### config.mk
export PLATFORM = sky130hd
export DESIGN_NAME = rit_div
export DESIGN_NICKNAME = d
export VERILOG_FILES = /design/src/hw/rtl/rit_pkg.sv /design/src/hw/rtl/rit_div.sv
export SDC_FILE = /design/constraint.sdc
export NUM_CORES = 1
export LEC_CHECK = 0
export ABC_AREA = 1
export BUFFER_PORTS_ARGS = -buffer_cell sky130_fd_sc_hd__buf_2
export CELL_PAD_IN_SITES_DETAIL_PLACEMENT = 1
export CELL_PAD_IN_SITES_GLOBAL_PLACEMENT = 1
export CORE_UTILIZATION = 40
export DETAILED_ROUTE_END_ITERATION = 10
export PLACE_DENSITY_LB_ADDON = 0.1
export SLEW_MARGIN = 20
export SYNTH_ARGS = -nofsm -noshare
export SYNTH_HDL_FRONTEND = slang
export SYNTH_SLANG_ARGS = --single-unit
### constraint.sdc
create_clock -name clk_i -period 3.1 [get_ports clk_i]
set_input_delay 0.155 -clock clk_i [delete_from_list [all_inputs] [get_ports clk_i]]
set_output_delay 0.155 -clock clk_i [all_outputs]
set_load 0.02 [all_outputs]
### src/hw/rtl/rit_pkg.sv
package rit_pkg;

  // width of a process id; results above the limit are not found
  localparam int unsigned ID_BITS = 32;
  localparam logic [32:0] ID_LIMIT = (ID_BITS >= 32) ? 33'h0_FFFF_FFFF :
                                     33'((64'd1 << ID_BITS) - 64'd1);

  // restoring divider: one quotient bit per cycle
  localparam int unsigned DIV_STEPS = 33;
  localparam int unsigned DIV_CNT_W = 6;

  localparam int unsigned CFG_IDX_W = 3;

  typedef enum logic [1:0] {
    OP_WRITE   = 2'd0,
    OP_TO_ID   = 2'd1,
    OP_TO_RANK = 2'd2
  } op_e;

  typedef enum logic [CFG_IDX_W-1:0] {
    CFG_TABLE_MODE   = 3'd0,
    CFG_GROUP_SIZE   = 3'd1,
    CFG_BASE_OFFSET  = 3'd2,
    CFG_BLOCK_STRIDE = 3'd3,
    CFG_BLOCK_LENGTH = 3'd4
  } cfg_idx_e;

  typedef struct packed {
    logic        start;
    logic [32:0] dividend;
    logic [31:0] divisor;
  } div_req_t;

  typedef struct packed {
    logic        busy;
    logic        done;
    logic [32:0] quotient;
    logic [31:0] remainder;
  } div_rsp_t;

endpackage

### src/hw/rtl/rit_div.sv
module rit_div (
  input  logic              clk_i,
  input  logic              rst_ni,
  input  rit_pkg::div_req_t req_i,
  output rit_pkg::div_rsp_t rsp_o
);

  logic                          busy_q;
  logic                          done_q;
  logic [rit_pkg::DIV_CNT_W-1:0] cnt_q;
  logic [31:0]                   rem_q;
  logic [32:0]                   quo_q;
  logic [31:0]                   dvs_q;

  logic [32:0] rem_sh;
  logic [32:0] rem_sub;
  logic        ge;
  logic [31:0] rem_next;
  logic [32:0] quo_next;

  // one shift-subtract step
  always_comb begin
    rem_sh   = {rem_q, quo_q[32]};
    rem_sub  = rem_sh - {1'b0, dvs_q};
    ge       = (rem_sh >= {1'b0, dvs_q});
    rem_next = ge ? rem_sub[31:0] : rem_sh[31:0];
    quo_next = {quo_q[31:0], ge};
  end

  // step counter
  always_ff @(posedge clk_i or negedge rst_ni) begin
    if (!rst_ni) begin
      busy_q <= 1'b0;
      done_q <= 1'b0;
      cnt_q  <= '0;
    end else begin
      done_q <= busy_q && (cnt_q == rit_pkg::DIV_CNT_W'(1));
      if (req_i.start) begin
        busy_q <= 1'b1;
        cnt_q  <= rit_pkg::DIV_CNT_W'(rit_pkg::DIV_STEPS);
      end else if (busy_q) begin
        cnt_q <= cnt_q - rit_pkg::DIV_CNT_W'(1);
        if (cnt_q == rit_pkg::DIV_CNT_W'(1)) begin
          busy_q <= 1'b0;
        end
      end
    end
  end

  // partial remainder and quotient
  always_ff @(posedge clk_i) begin
    if (req_i.start) begin
      rem_q <= '0;
      quo_q <= req_i.dividend;
      dvs_q <= req_i.divisor;
    end else if (busy_q) begin
      rem_q <= rem_next;
      quo_q <= quo_next;
    end
  end

  assign rsp_o.busy      = busy_q;
  assign rsp_o.done      = done_q;
  assign rsp_o.quotient  = quo_q;
  assign rsp_o.remainder = rem_q;

endmodule

Word-level counts from Yosys, hierarchy flattened. Index checks and enable logic that the tools add are counted.

Register bits after elaboration: 105. Output and inout bits: 67. Word-level logic and storage cells: 20.

$add $sub $neg: 2. Magnitude comparators: 1. Equality and inequality tests: 1. Mux-type cells: 8. Reductions and logical operators: 2.

Operators by type and width (count): $mux 33 (2); $ge 33x32->1 (1); $mux 32 (1); $sub 32x32->32 (1); $mux 6 (2); $eq 6x1->1 const B (1); $sub 6x1->6 const B (1); $mux 1 (3); $reduce_bool 2->1 (1); $logic_and 1x1->1 (1).

Logic depth before layout (Yosys ltp).
Depth after elaboration: 4. Depth in mapped cells: 17. Mapped depth without buffers: 16.

Worst setup path after synthesis. OpenSTA, ideal clock, no wires.

Path kind: input to register. Start point: input port req_i[65] (netlist bit). End point: register quo_q[0] (enable). Setup time: 0.411 ns. Arrival: 1.741 ns. Required time: 2.689 ns. Setup slack: 0.948 ns. Stages: 4. Path buffers: 2. Cell sequence: clkbuf_1 -> nor2_1 -> inv_1 -> clkbuf_1.

Word-level cells in the longest chain between the ends: 1.

Ends and longest elaborated chain: from (decl) (line rit_div.sv:4) `input rit_pkg::div_req_t req_i,`; $reduce_bool 2->1 (no source line); to (signal assigned) (line rit_div.sv:54) `quo_q <= req_i.dividend;`; to (signal assigned) (line rit_div.sv:58) `quo_q <= quo_next;`; to (decl) (line rit_div.sv:12) `logic [32:0] quo_q;`.

Every way passes these cells. A chain may end at the register's enable or synchronous reset.

Worst setup path in the final report.
Start point: register dvs_q[17]. End point: register rem_q[17].

Word-level cells in the longest chain between the ends: 2. Elaborated cells on any way between the ends: 3. Classes of those cells: add/sub: 1; order compare: 1; mux: 1.

Ends and longest elaborated chain: from (decl) (line rit_div.sv:13) `logic [31:0] dvs_q;`; from (signal assigned) (line rit_div.sv:55) `dvs_q <= req_i.divisor;`; $sub 32x32->32 or $ge 33x32->1 (tied branches) (line rit_div.sv:24, rit_div.sv:25); $mux 32 * (line rit_div.sv:26) `rem_next = ge ? rem_sub[31:0] : rem_sh[31:0];`; to (signal assigned) (line rit_div.sv:57) `rem_q <= rem_next;`; to (decl) (line rit_div.sv:11) `logic [31:0] rem_q;`.

Mark *: on every way between the ends. The rest lies on a longest branch, timed or not.

==> impl_metrics.toml <==
[synthesis]
synthesis.area_um2 = 6920
synth_area_per_cell_um2 = 6.95
synthTopCellsByCount = "nand2_1, inv_1, nand3_1"
synth_cell_types = 37
netlist_top_cells_area = "edfxtp_1, nand2_1, inv_1, dfxtp_1, ha_1"
syn_nets = 1099
synth_edf_count = 65
seq_area_frac_synth_pct = 40.3
synth-seq-cells = 105
netlist_instances = 996
synth_most_common_cell = "nand2_1"
synth_top_area_share_pct = 28.2
ys.warnings.count = 0
yosys.area.top_type = "edfxtp_1"
synthFlopType = "edfxtp_1"
ys_async_sr_fraction_pct = 7.62

[setup_path]
cp-end-kind = "flip-flop"
critical_path_class = "reg2reg"
reg2reg_slack_ps = 690
r2r_end = "rem_q[17]"
crit_chain = "inv_1 -> ha_1 -> nand2_1 -> nor2_2 -> nand2_1 -> nor3_2 -> nand2_4 -> nand2_4 -> nand2_1 -> nand3_1 -> nand2_1"
worstPathArrival_ps = 2660
critPathMaxStageDelay_ps = 410
crit_path_max_fanout = 32
reg2reg_from = "dvs_q[17]"
worstSetupStartpointType = "flip-flop"
slowest_stage = "ha_1"
crit_top_cell = "nand2_1"
reg2reg_depth = 11
crit_required_ps = 3360

[flow_run]
maxCapViolations = 0

[worst_hold_path]
worstHoldStart = "req_i[39]"
hp-class = "in2reg"
whs_path_depth = 3
holdPathEnd = "quo_q[7]"

[cts]
cts_buffers = 9
cts_tree = "yes"
clk_latency_ps = 370
clock_sinks = 105
path_clk_slew_ps = 80
ctsHtreeMaxLevel = 3
post_cts_buffers = 0
cts_root_buffer = "clkbuf_16"
clockBufferDepth = 2

[sta]
rsz0062_at_grt = "no"
hold_viol = 0
skew_ps = 11.7
setup_viol = 0
fin_crit_sh_pct = 77.7
tightest_slew_ps = 869
fin_crit_ps = 2410
max_freq_mhz = 415
finalMaxSlewViolations = 0
fin_tns_setup_ps = 0
maxSlewHeadroom_pct = 41.9

[finish]
postLayoutCellArea_um2 = 8420
num_antenna_cells = 0
area_growth_pct = 21.6
drive_gt1_share_pct = 15.4
nNetsFinal = 1260

[global_routing]
antenna_found_initial = 0
grt_pass1_wl_um = 34400
track_usage_pct = 24.4
overflow = 0
grt_max_degree = 43
grt_pass1_vias = 7006

[power]
power.density_nw_per_um2 = 738
p_sw_share_pct = 45.3
power.switching_mw = 2.81
ir_worst_vdd_mv = 0.315
leakage_nw = 4.64
p_int_mw = 3.40
clock_power_share_pct = 19.2
p_comb_share_pct = 49.5
p_seq_share_pct = 31.4

[drt]
routed_wl_um = 20700
drcViolationCount = 0
ant_nets = 0
post_drt_wl_per_cell_um = 14.9
vias_per_cell = 4.79
dr.pass1.iters = 4
dr.first_iter.drc_count = 163
vias = 6620

[placed_design]
gp_congestion = 0.867
io_buffers = 134
placed_cell_area_um2 = 7790
dp_hpwl_um = 15700

[floorplanning]
io_pins = 135
start_util_pct = 41.3
die_x_um = 134
die_area_um2 = 17800
rows = 47
core_area_um2 = 16800
die_h_um = 134

[status]
status = "complete, no violations"
-- critical path: cells and delay by family (launching register included) --
family | cells | cell delay (ps)
buffers and inverters | 1 | 40
adders and majority gates | 1 | 410
and+or+nand+nor | 9 | 1500
DFF | 1 | 330
-- how the worst max path moves through the flow --
stage	cells past startpoint	slack, ps	end	startpoint
after floorplan	4	950	quo_q[0]	req_i[65]
after global placement	11	730	rem_q[7]	dvs_q[17]
after detailed placement	11	690	rem_q[0]	dvs_q[17]
after CTS	11	650	rem_q[17]	dvs_q[17]
after global routing	11	450	rem_q[2]	dvs_q[19]
final	11	690	rem_q[17]	dvs_q[17]
-- logic make-up (layout without fill, tap and decap cells) --
group / after synthesis / count (layout) / synth area share (%)
simple gates: 587 / 587 / 35.8
buf+inv: 207 / 373 / 11.9
compound gates: 48 / 48 / 3.74
fa+ha+maj: 35 / 35 / 6.44
flops: 105 / 105 / 40.3
xor+xnor: 14 / 14 / 1.77
-- flip-flops by register name, summed over array words and instances (netlist names) --
| name | cells |
|---|---|
| done_q | 1 |
| quo_q | 33 |
| busy_q | 1 |
| dvs_q | 32 |
| cnt_q | 6 |
| rem_q | 32 |
-- area by class of cell --
type	count	area (um^2)
Clock inverter	6	67.6
Inverter	182	683
Sequential cell	105	2790
Timing Repair Buffer	175	1060
Tap cell	220	275
Multi-Input combinational cell	684	3310
Fill cell	2222	8340
Clock buffer	10	229
-- power by group through the flow --
stage               Clock, mW  Combinational [mW]  Sequential, mW
finish                   1.19                3.07            1.95
global route             1.27                3.48            1.98
floorplan                   0                1.99            2.19
detailed placement          0                3.05            1.97
global placement            0                3.01            1.98
CTS                      1.22                3.11            1.95
-- layer usage --
layer  part of all wire (%)  vias up  global-route usage [%]
met1                     45     3043                    29.0
li1                       -     3402                       -
met4                    2.2        0                    7.32
met2                     48      146                    43.1
met3                    4.9       29                    6.16
met5                      0        -                       0
-- repair_timing --
item	4_1_cts	5_1_grt
hold buffers	33	0
endpoints found under the hold margin	40	0
resized for setup	0	0
-- cell usage in the layout (no fill, tap or decap), types with 2 or more instances in the layout --
cell type,synthesis,final
clkbuf_16,0,9
o21a_1,2,2
nor2_2,5,5
nor2_4,2,3
o21ai_0,8,8
inv_6,0,4
o21bai_1,3,3
nand2_2,6,6
clkinv_8,0,2
nand2_1,411,411
buf_2,6,134
inv_1,177,175
dfrtp_1,8,8
ha_1,34,34
dfxtp_1,32,32
nand3b_1,16,16
nand2_4,2,2
nand3_1,83,83
a21oi_1,24,24
xnor2_1,13,13
o21ai_1,8,8
edfxtp_1,65,65
nor2_1,42,41
and2_1,3,3
inv_2,2,3
clkinv_1,3,4
nand4_1,8,8
nor3_1,5,5
dlygate4sd3_1,0,33
buf_4,3,8
nor4_1,2,2
-- metrics by stage --
stage	setup slack [ps]	util [%]	cells	hold slack (ps)	total power [mW]
detailed placement	694	46.5	1333	9.48	5.03
global placement	735	46.5	1333	9.80	4.99
finish	691	50.2	1382	52.2	6.21
CTS	655	50.2	1382	42.8	6.28
global route	454	50.2	1382	48.3	6.73
floorplan	948	-	996	-141	4.19
Note: power is estimated with default switching activity, not from simulation.
